<file path="src/hdl/ebs_fifo.sv">
// ----------------------------------------------------------------------------
// ebs_fifo
// Small synchronous queue built from flip-flops.
// ----------------------------------------------------------------------------
module ebs_fifo #(
	parameter int WIDTH = 32,
	parameter int DEPTH = 2
) (
	input  logic             clk,
	input  logic             arst_n,
	input  logic             wr,
	input  logic [WIDTH-1:0] wdata,
	output logic             full,
	input  logic             rd,
	output logic [WIDTH-1:0] rdata,
	output logic             empty
);

	localparam int PW = (DEPTH > 1) ? $clog2(DEPTH) : 1;
	localparam int CW = $clog2(DEPTH + 1);

	logic [WIDTH-1:0] slot_q [DEPTH];
	logic [PW-1:0]    wptr_q;
	logic [PW-1:0]    rptr_q;
	logic [CW-1:0]    count_q;
	logic             do_wr;
	logic             do_rd;

	assign full  = (count_q == CW'(DEPTH));
	assign empty = (count_q == '0);
	assign do_wr = wr && !full;
	assign do_rd = rd && !empty;
	assign rdata = slot_q[rptr_q];

	// Pointers and fill count.
	always_ff @(posedge clk or negedge arst_n) begin
		if (!arst_n) begin
			wptr_q  <= '0;
			rptr_q  <= '0;
			count_q <= '0;
		end else begin
			if (do_wr) begin
				wptr_q <= (wptr_q == PW'(DEPTH - 1)) ? '0 : wptr_q + 1'b1;
			end
			if (do_rd) begin
				rptr_q <= (rptr_q == PW'(DEPTH - 1)) ? '0 : rptr_q + 1'b1;
			end
			if (do_wr && !do_rd) begin
				count_q <= count_q + 1'b1;
			end else if (do_rd && !do_wr) begin
				count_q <= count_q - 1'b1;
			end
		end
	end

	// Storage.
	always_ff @(posedge clk) begin
		if (do_wr) begin
			slot_q[wptr_q] <= wdata;
		end
	end

endmodule

</file>
<file path="config.mk">
export PLATFORM = sky130hd
export DESIGN_NAME = ebs_fifo
export DESIGN_NICKNAME = d
export VERILOG_FILES = /design/src/hdl/ebs_fifo.sv
export SDC_FILE = /design/constraint.sdc
export NUM_CORES = 1
export LEC_CHECK = 0
export CORE_ASPECT_RATIO = 1.75
export CORE_UTILIZATION = 30
export CTS_CLUSTER_SIZE = 24
export DETAILED_ROUTE_END_ITERATION = 10
export DONT_BUFFER_PORTS = 1
export GPL_ROUTABILITY_DRIVEN = 0
export PLACE_DENSITY = 0.49
export SYNTH_ARGS = -nofsm -noshare
export SYNTH_HDL_FRONTEND = slang
export SYNTH_SLANG_ARGS = --single-unit
</file>
<file path="constraint.sdc">
create_clock -name clk -period 2.75 [get_ports clk]
set_input_delay 0.1375 -clock clk [delete_from_list [all_inputs] [get_ports clk]]
set_output_delay 0.1375 -clock clk [all_outputs]
set_load 0.03 [all_outputs]
</file>
==> impl_metrics.yaml <==
outcome:
  status: "completed"
hold_path:
  hold_path_depth: 2
  hold_path.class: "input port to flop"
  min_to: "rptr_q$_DFFE_PN0P_"
  hp-start: "rd"
drt:
  dr_total_vias: 1169
  drt_iter0_drc: 21
  antenna_left: 0
  wl_per_cell_microns: 15.0
  drc_errors: 0
  first_pass_iters: 4
  drt_wl_total_microns: 4260
  vias_per_cell: 4.13
worst_setup_path:
  cp_max_fo: 18
  crit_buf_inv: 1
  endpoint_kind: "primary output"
  ff2ff_setup_slack_ps: 1060
  startpoint: "rptr_q$_DFFE_PN0P_"
  cp_slowest_stage_delay_ps: 670
  rr_startpoint: "count_q[0]$_DFFE_PN0P_"
  crit_path_top_delay_cell: "dfrtp_2"
  crit_arrival_ps: 1630
  crit_family: "flip-flops"
  required_ps: 2610
  critPathKind: "flop to primary output"
  rr_endpoint: "slot_q[1][21]$_DFFE_PP_"
  critPathLaunchType: "flop"
  reg2reg_depth: 2
  path_cells: "buf_12 -> mux2_4"
cells_and_area:
  fill_cells: 791
  design_area_sq_um: 3370
  final_cells: 283
  drive_gt1_frac: 0.277
  antenna_cells: 0
  num-nets-final: 198
  seqCellArea_sq_um: 2020
  area_delta_synth_final_pct: 26.6
  multi_input_area_sq_um: 567
sta:
  timing.final.crit_period_ps: 1770
  fin_crit_sh: 0.642
  fmax_mhz: 566
  report.final.slew_viol_count: 0
  postLayoutSetupSlackWorst_ps: 983
  setup_viol: 0
  clock-skew-final_ps: 5.26
  slew_headroom: 0.483
  worst_slew_pin_slew_ps: 775
  hold_violations: 0
  tns_ps: 0
  rsz0062_at_grt: "no"
die:
  die_w_microns: 73.2
  core-area_sq_um: 8610
  start_util: 0.309
  boundaryPins: 70
  dieArea_sq_um: 9260
  fp.dieH_microns: 127
  row_count: 45
logic_synthesis:
  yosysMostFrequentCell: "edfxtp_1"
  async_reset_ff_frac: 0.0588
  syn_inst: 119
  synth_nets: 156
  ys.flop_type: "edfxtp_1"
  yosys-top-cells-count: "64 x edfxtp_1, 29 x mux2_4, 4 x dfrtp_1"
  syn_area_sq_um: 2660
  ys_seq_elements: 68
  netlist.area_leader.share: 0.723
  synth_area_leaders: "edfxtp_1 72%, mux2_4 16%, dfrtp_1 3.8%, buf_12 2.3%, mux2_2 1.3%"
  syn_area_per_cell_sq_um: 22.3
  synth_top_cell_by_area: "edfxtp_1"
  synth.distinct_cells: 15
  yosysWarnings: 0
  synth-edff-count: 64
  seq_area_frac_synth: 0.760
cts:
  cts_tree: "done"
  cts_made_buffers: 9
  path_clk_slew_ps: 50
  root_buffer: "clkbuf_16"
  clockBufferDepth: 2
  cts_max_level: 3
  cts_sinks: 68
  clkLatencyLatePin_ps: 320
  cts_setup_buffers: 0
place:
  dp_slack_ps: 1020
  place_area_sq_um: 2780
  port_buffers: 0
  dp_hpwl_microns: 2900
  dp.cells: 234
grt:
  antenna_found_initial: 0
  gr-usage-all-layers: 0.102
  grt_max_degree: 33
  grt_pass1_vias: 1309
  grt_pass1_wl_microns: 6640
  grt_overflow_total: 0
power_and_ir_drop:
  p_per_area_nw_per_um2: 1140
  leakage_nw: 1.22
  power_mw: 3.83
  irDropWorstVdd_mv: 0.776
run:
  maxCapViolations: 0
[per-layer routing]
layer | global-route usage | share of wire
met4 | 0.0623 | 0.026
met1 | 0.0960 | 0.34
met5 | 0 | 0
met2 | 0.174 | 0.55
met3 | 0.0485 | 0.083
[state kept, by name, summed over array words and instances, names as in the netlist]
name     flops
count_q      2
rptr_q       1
slot_q      64
wptr_q       1
[metrics by stage]
stage | util | hold slack (ps)
floorplan | - | -158
global placement | 0.323 | -158
detailed placement | 0.323 | -158
CTS | 0.391 | 65.5
global route | 0.391 | 86.5
finish | 0.391 | 67.2
[cell usage in the layout (no fill, tap or decap), drive strengths merged]
| cell | count |
|---|---|
| edfxtp | 64 |
| dlygate4sd3 | 33 |
| mux2 | 32 |
| clkbuf | 11 |
| clkinv | 5 |
| dfrtp | 4 |
| xnor2 | 3 |
| nor2 | 3 |
| inv | 2 |
| xor2 | 2 |
| buf | 2 |
| nand2b | 1 |
| nand2 | 1 |
| o21ai | 1 |
| and3 | 1 |
| ha | 1 |
[timing repair]
item | 4_1_cts | 5_1_grt
hold buffers | 33 | 0
gates resized for setup | 0 | 0
endpoints found under the hold margin | 68 | 0
[kinds of logic (layout without fill, tap and decap cells)]
kind of cell | count (synthesis) | count (layout) | share of synthesized area
xor+xnor | 5 | 5 | 0.0165
flops | 68 | 68 | 0.760
fa+ha+maj | 1 | 1 | 0.00471
mux | 32 | 32 | 0.176
buf+inv | 6 | 53 | 0.0296
compound gates | 1 | 1 | 0.00188
simple gates | 6 | 6 | 0.0104
[power by group]
group / internal, mW / switching (mW) / leakage, nW
sequential: 1.43 / 0.140 / 0.640
clock: 0.592 / 0.354 / 0.121
combinational: 0.501 / 0.820 / 0.462
total: 2.52 / 1.31 / 1.22
[final cells by class]
type	count	share of cell area
Clock inverter	5	0.00558
Multi-Input combinational cell	45	0.168
Tap cell	117	0.0435
Sequential cell	68	0.601
Inverter	2	0.00223
Clock buffer	11	0.0691
Timing Repair Buffer	35	0.110
[worst max-delay path by stage]
stage,end,cells past startpoint,slack (ps)
global placement,slot_q[1][30]$_DFFE_PP_,2,1110
detailed placement,slot_q[1][30]$_DFFE_PP_,2,1020
CTS,rdata[7],2,940
global route,rdata[23],2,900
floorplan,slot_q[0][0]$_DFFE_PP_,3,330
finish,rdata[8],2,980
(Power assumes the default switching activity.)
