### config.mk
export PLATFORM = sky130hd
export DESIGN_NAME = ebs_front
export DESIGN_NICKNAME = d
export VERILOG_FILES = /design/src/hdl/ebs_pkg.sv /design/src/hdl/ebs_front.sv
export SDC_FILE = /design/constraint.sdc
export NUM_CORES = 1
export LEC_CHECK = 0
export ABC_AREA = 1
export BUFFER_PORTS_ARGS = -buffer_cell sky130_fd_sc_hd__buf_2
export CAP_MARGIN = 20
export CORE_MARGIN = 2
export CORE_UTILIZATION = 35
export DETAILED_ROUTE_END_ITERATION = 10
export PLACE_DENSITY = 0.83
export SYNTH_ARGS = -nofsm -noshare
export SYNTH_HDL_FRONTEND = slang
export SYNTH_SLANG_ARGS = --single-unit
### constraint.sdc
create_clock -name clk -period 1.85 [get_ports clk]
set_input_delay 0.0925 -clock clk [delete_from_list [all_inputs] [get_ports clk]]
set_output_delay 0.0925 -clock clk [all_outputs]
set_load 0.03 [all_outputs]
### src/hdl/ebs_pkg.sv
// ----------------------------------------------------------------------------
// ebs_pkg
// Shared types and constants of the eikonal block sweep.
// ----------------------------------------------------------------------------
package ebs_pkg;

	// Default interior edge of a tile.
	localparam int EBS_TILE_EDGE = 4;
	// Width of the step register.
	localparam int STEP_W = 25;
	// Reset value of the step register, 1.0 in unsigned Q9.16.
	localparam logic [STEP_W-1:0] STEP_RESET = 25'd65536;
	// Width of the discriminant, padded to an even number of bits.
	localparam int DISC_W = 52;
	// Width of the root.
	localparam int ROOT_W = DISC_W / 2;
	// Queue depths.
	localparam int CELL_Q_DEPTH = 4;
	localparam int OUT_Q_DEPTH = 2;

	typedef struct packed {
		logic [31:0] cell_value;
		logic        first_cell;
	} in_item_t;

	typedef struct packed {
		logic [31:0] result_value;
		logic        is_mean;
		logic        last_result;
	} out_item_t;

	typedef enum logic [3:0] {
		BK_IDLE,
		BK_RD,
		BK_MIN,
		BK_MUL,
		BK_SUB,
		BK_ROOT,
		BK_CAND,
		BK_WB,
		BK_ORD,
		BK_OPUSH,
		BK_DIV,
		BK_MEAN
	} back_state_t;

endpackage

### src/hdl/ebs_front.sv
// ----------------------------------------------------------------------------
// ebs_front
// Input side: numbers each incoming cell and marks the one closing a tile.
// ----------------------------------------------------------------------------
module ebs_front
	import ebs_pkg::*;
#(
	parameter int CELLS = 36
) (
	input  logic                     clk,
	input  logic                     arst_n,
	input  logic                     push,
	output logic                     full,
	input  in_item_t                 item,
	output logic                     cq_wr,
	output logic [31:0]              cq_value,
	output logic [$clog2(CELLS)-1:0] cq_addr,
	output logic                     cq_last,
	input  logic                     cq_full
);

	localparam int AW = $clog2(CELLS);

	logic [AW-1:0] load_count_q;
	logic          take;

	assign full     = cq_full;
	assign take     = push && !cq_full;
	assign cq_wr    = take;
	assign cq_value = item.cell_value;
	assign cq_addr  = item.first_cell ? '0 : load_count_q;
	assign cq_last  = (cq_addr == AW'(CELLS - 1));

	// Load counter; a first cell restarts it.
	always_ff @(posedge clk or negedge arst_n) begin
		if (!arst_n) begin
			load_count_q <= '0;
		end else if (take) begin
			load_count_q <= cq_last ? '0 : cq_addr + 1'b1;
		end
	end

endmodule

==> results of run 1 <==
[per-layer routing]
layer,vias to the layer above,global-route usage
met3,2,0.09231
met5,-,0
met4,0,0.06667
li1,213,-
met2,45,0.1486
met1,199,0.1261
[where the power goes]
group / total [µW] / switching (µW) / internal [µW]
clock: 126 / 52.4 / 73.7
sequential: 159 / 13.0 / 146
combinational: 97.6 / 66.9 / 30.7
[per-stage QoR]
step                      utilization  hold slack, ps  area [µm²]  std cells
after floorplan                     -          -203.1       661.9         90
after global placement         0.2860          -71.96       499.2         94
after detailed placement       0.2860          -66.79       499.2         94
after CTS                      0.3047           169.2       531.8         98
after global routing           0.3047           185.0       531.8         98
final                          0.3047           169.6       531.8         98
[cells in the mapped netlist, drive strengths merged]
library cell,number,area share
o21ai,4,0.030
ha,1,0.019
xor2,1,0.013
inv,10,0.057
nand4,2,0.019
o22ai,2,0.019
nand3,5,0.046
dfrtp,6,0.23
nand2,15,0.089
nor2,10,0.087
buf,34,0.39
[area by class of cell]
| class | count | area [µm²] |
|---|---|---|
| Multi-Input combinational cell | 40 | 215.2 |
| Clock buffer | 3 | 22.52 |
| Timing Repair Buffer | 14 | 75.07 |
| Fill cell | 189 | 1214 |
| Sequential cell | 6 | 150.1 |
| Inverter | 10 | 37.54 |
| Tap cell | 25 | 31.28 |
[worst min-delay path, stage by stage]
cell and delay, ps:
buf_2 110, nor2_4 70, o21ai_1 110
[timing repair]
| item | in CTS | in global routing |
|---|---|---|
| hold endpoints to repair | 6 | 0 |
| hold buffers | 1 | 0 |
| setup endpoints to repair | 0 | 0 |
[logic make-up after synthesis]
logic type / after synthesis
buf+inv: 44
flops: 6
xor+xnor: 1
simple gates: 32
compound gates: 6
fa+ha+maj: 1
[worst paths after layout]
kind	slack, ps	cells after the start	from	to
max	270	6	load_count_q[0]	cq_last
min in group asynchronous	200	2	arst_n	load_count_q[4]
max in group asynchronous	1500	2	arst_n	load_count_q[1]
min reg2reg	550	2	load_count_q[5]	load_count_q[5]
max reg2reg	550	8	load_count_q[0]	load_count_q[5]
min	170	3	cq_full	load_count_q[4]
==> impl_metrics.ini, run 1 <==
[outcome]
outcome = finished clean

[routing]
ant_nets = 0
drt-wirelength-per-cell_um = 11.26
met3_length_um = 213
wl_met1_um = 414
via_per_inst = 4.684
highest_layer = met4
drc = 0
wl_met2_um = 469
drt_wl_total_um = 1103
detailedRoute.firstPassIterationCount = 7
vias = 459
drt-initial-drc-count = 14

[logic_synthesis]
synth_top_family_by_area = buffers and inverters
synth_nets = 128
synth-simple-area-share = 0.2410
avgSynthCellArea_um2 = 7.326
synth_seq_cells = 6
synth-compound-area-share = 0.04934
yosysSeqAreaShare = 0.2277
synth.distinct_cells = 18
synthCells = 90
yosysWarnings = 0
netlist_area_um2 = 659.4
synth_mux_area_frac = 0
synth-xor-area-share = 0.01328
synth-adder-area-share = 0.01898

[sta]
fin_crit_ps = 1580
timing_hold_violations_final = 0
setup_viol = 0
tns_ps = 0
final.setup.worst_slack_ps = 270.0
finalClockSkew_ps = 1.130
maxSlewHeadroom = 0.8418
slew_violations = 0
worst_pin_slew_ps = 237.3
finalCritPeriodShare = 0.8540
fmax_ghz = 0.6329
rsz0062_at_grt = no

[pwr]
ir_drop_mv = 0.3845
powerDensity_mw_per_mm2 = 719.3
finalPower_uw = 382.5
p_leak_uw = 0.0002707

[worst_hold_path]
hold_path_class = in -> reg

[worst_setup_path]
crit_chain = inv_1 -> nor2_2 -> ha_1 -> nand2_1 -> nor2_2 -> buf_2
critical_path_buf_inv_count = 2
critPathLaunchType = flop
critPathKind = reg -> out
cp.arrival_ps = 1490
cpMaxStageDelayCell = dfrtp_1
path_max_fanout = 4
required_ps = 1760
cpPeakStageDelay_ps = 340
crit_top_cell = nor2_2
path_delay_family = simple AND/OR/NAND/NOR gates
endpoint_kind = output port

[die]
initial_core_util = 0.3778
pin_count = 78
coreArea_mm2 = 0.001745
die_area_mm2 = 0.002247
die_w_um = 47.41
die_h_um = 47.41
rows = 15

[place]
portBuffers = 13
dp_hpwl_um = 886.1
dp_slack_ps = 528.2
globalplace.congestion = 0.8984

[layout]
largest_register_ffs = 6
regMostFlops = load_count_q
fin_nets = 113
drive_gt1_frac = 0.3425
diodes = 0
layout_commonest_cell = nand2_1
syn2layout_area_growth_pct = -19.35
final_cell_mix = nand2_1, buf_2, inv_1
top_regs = load_count_q: 6 flops

[global_routing]
grt_pass1_vias = 405
grt_pass1_wl_um = 1780
gr-total-overflow = 0
grt_max_degree = 11
grt_usage = 0.1135
antenna_found_initial = 0

[clock_network]
cts-htree-levels = 1
cts_root_buffer = clkbuf_4
clkSinkCount = 6
clock_latency_ps = 250
numCtsBuffers = 3
ctsResizeCount = 0
clk_pin_slew_ps = 50
cts_max_path_buffers = 2
postCtsSetupBuffers = 0
cts_tree = built

[run]
cap_violations = 0
Note: power is estimated with default switching activity, not from simulation.
==> inputs of run 2 (changes only) <==
Settings changed: CELL_PAD_IN_SITES_DETAIL_PLACEMENT set to 1, CELL_PAD_IN_SITES_GLOBAL_PLACEMENT set to 1, CORE_UTILIZATION 35 to 20, PLACE_DENSITY 0.83 to 0.79.
Clock period 1.85 ns to 1.55 ns, I/O delays scaled along.
==> impl_metrics.ini, run 2 (synthesis gave the netlist of run 1 again) <==
[layout]
final_cell_mix = nand2_1, buf_2, inv_1
diodes = 0
nFillCells = 398
design_area_um2 = 591.8
top_regs = load_count_q: 6 flops
syn2layout_area_growth_pct = -10.25
regArea_um2 = 150.1
multi_input_comb_area_um2 = 245.2
layout_commonest_cell = nand2_1
regMostFlops = load_count_q
fin_nets = 113
largest_register_ffs = 6
drive_gt1_frac = 0.3699

[place]
portBuffers = 13
dpl_cell_area_um2 = 540.5
dp_slack_ps = 220.6
globalplace.congestion = 0.7623
dp_hpwl_um = 1077

[outcome]
outcome = finished clean

[clock_network]
cts_max_path_buffers = 2
cts_root_buffer = clkbuf_4
clkSinkCount = 6
cts_tree = built
clock_latency_ps = 250
cts-htree-levels = 1
numCtsBuffers = 3
postCtsSetupBuffers = 0
clk_pin_slew_ps = 40

[global_routing]
grt_pass1_vias = 508
grt_pass1_wl_um = 2201
grt_max_degree = 11
antenna_found_initial = 0
grt_usage = 0.08150
gr-total-overflow = 0

[sta]
finalClockSkew_ps = 2.087
final.setup.worst_slack_ps = 87.69
fin_crit_ps = 1462
timing_hold_violations_final = 0
setup_viol = 0
slew_violations = 0
finalCritPeriodShare = 0.9434
rsz0062_at_grt = no
worst_pin_slew_ps = 306.8
tns_ps = 0
fmax_ghz = 0.6838
maxSlewHeadroom = 0.7947

[worst_setup_path]
critPathLaunchType = flop
path_max_fanout = 4
crit_top_cell = nor2_4
endpoint_kind = output port
crit_chain = inv_1 -> nor2_4 -> ha_4 -> nand2_1 -> nor2_4 -> buf_6
cp.arrival_ps = 1380
r2r_slack_ps = 250
required_ps = 1470
critPathKind = reg -> out
cpMaxStageDelayCell = dfrtp_1
cpPeakStageDelay_ps = 350

[pwr]
powerDensity_mw_per_mm2 = 796.2
p_leak_uw = 0.0002709
ir_drop_mv = 0.1686

[die]
die_h_um = 61.42
coreArea_mm2 = 0.003103
rows = 20
pin_count = 78
die_w_um = 61.42
initial_core_util = 0.2125
die_area_mm2 = 0.003772

[routing]
drt-wirelength-per-cell_um = 11.67
drt_wl_total_um = 1365
detailedRoute.firstPassIterationCount = 4
vias = 474
via_per_inst = 4.051
drt-initial-drc-count = 8
drc = 0
ant_nets = 0

[run]
cap_violations = 0

[worst_hold_path]
hold_path_class = in -> out
run 2: cell counts in the layout (fill, tap and decap cells not counted):
No cell type changed its count.
run 2: worst paths after layout:
path | depth (start not counted) | from | to
max | 6 | load_count_q[0] | cq_last
min | 0 | item[11] | cq_value[10]
max reg2reg | 6 | load_count_q[0] | load_count_q[0]
min reg2reg | 2 | load_count_q[5] | load_count_q[5]
max in group asynchronous | 2 | arst_n | load_count_q[1]
min in group asynchronous | 2 | arst_n | load_count_q[5]
run 2: power breakdown:
group	switching (µW)	internal, µW
clock	58.1	87.7
combinational	92.1	42.7
sequential	16.4	174
total	167	305
run 2: repair_timing:
item	in CTS	in global routing
gates resized for setup	2	2
pin swaps	0	2
hold buffers	1	0
endpoints found under the setup margin	1	1
hold endpoints to repair	6	0
run 2: worst max-delay path, delay by kind of cell (launching register included):
kind	cells	cell delay (ps)
fa+ha+maj	1	170
buf+inv	2	220
flops	1	350
simple gates	3	390
run 2: final cells by class:
type | instances | area share
well taps | 44 | 0.09302
multi-input cells | 40 | 0.4144
clock buffers | 3 | 0.03805
flip-flops and latches | 6 | 0.2537
inverters | 10 | 0.06342
repair buffers | 14 | 0.1374
run 2: through the flow:
step | instances | util | hold WS (ps) | power [µW]
2_1_floorplan | 90 | - | -218.1 | 440.9
4_1_cts | 117 | 0.1863 | 155.2 | 469.2
3_5_place_dp | 113 | 0.1742 | -84.74 | 319.1
3_3_place_gp | 113 | 0.1742 | -83.32 | 316.2
6_report | 117 | 0.1907 | 155.0 | 471.2
5_1_grt | 117 | 0.1907 | 155.0 | 503.2
run 2: metal layers:
metal	vias up	global-route usage	wire length, µm
met5	-	0	0
met4	0	0.04559	19
met3	4	0.05462	178
met2	40	0.1337	688
met1	216	0.07634	478
li1	214	-	-
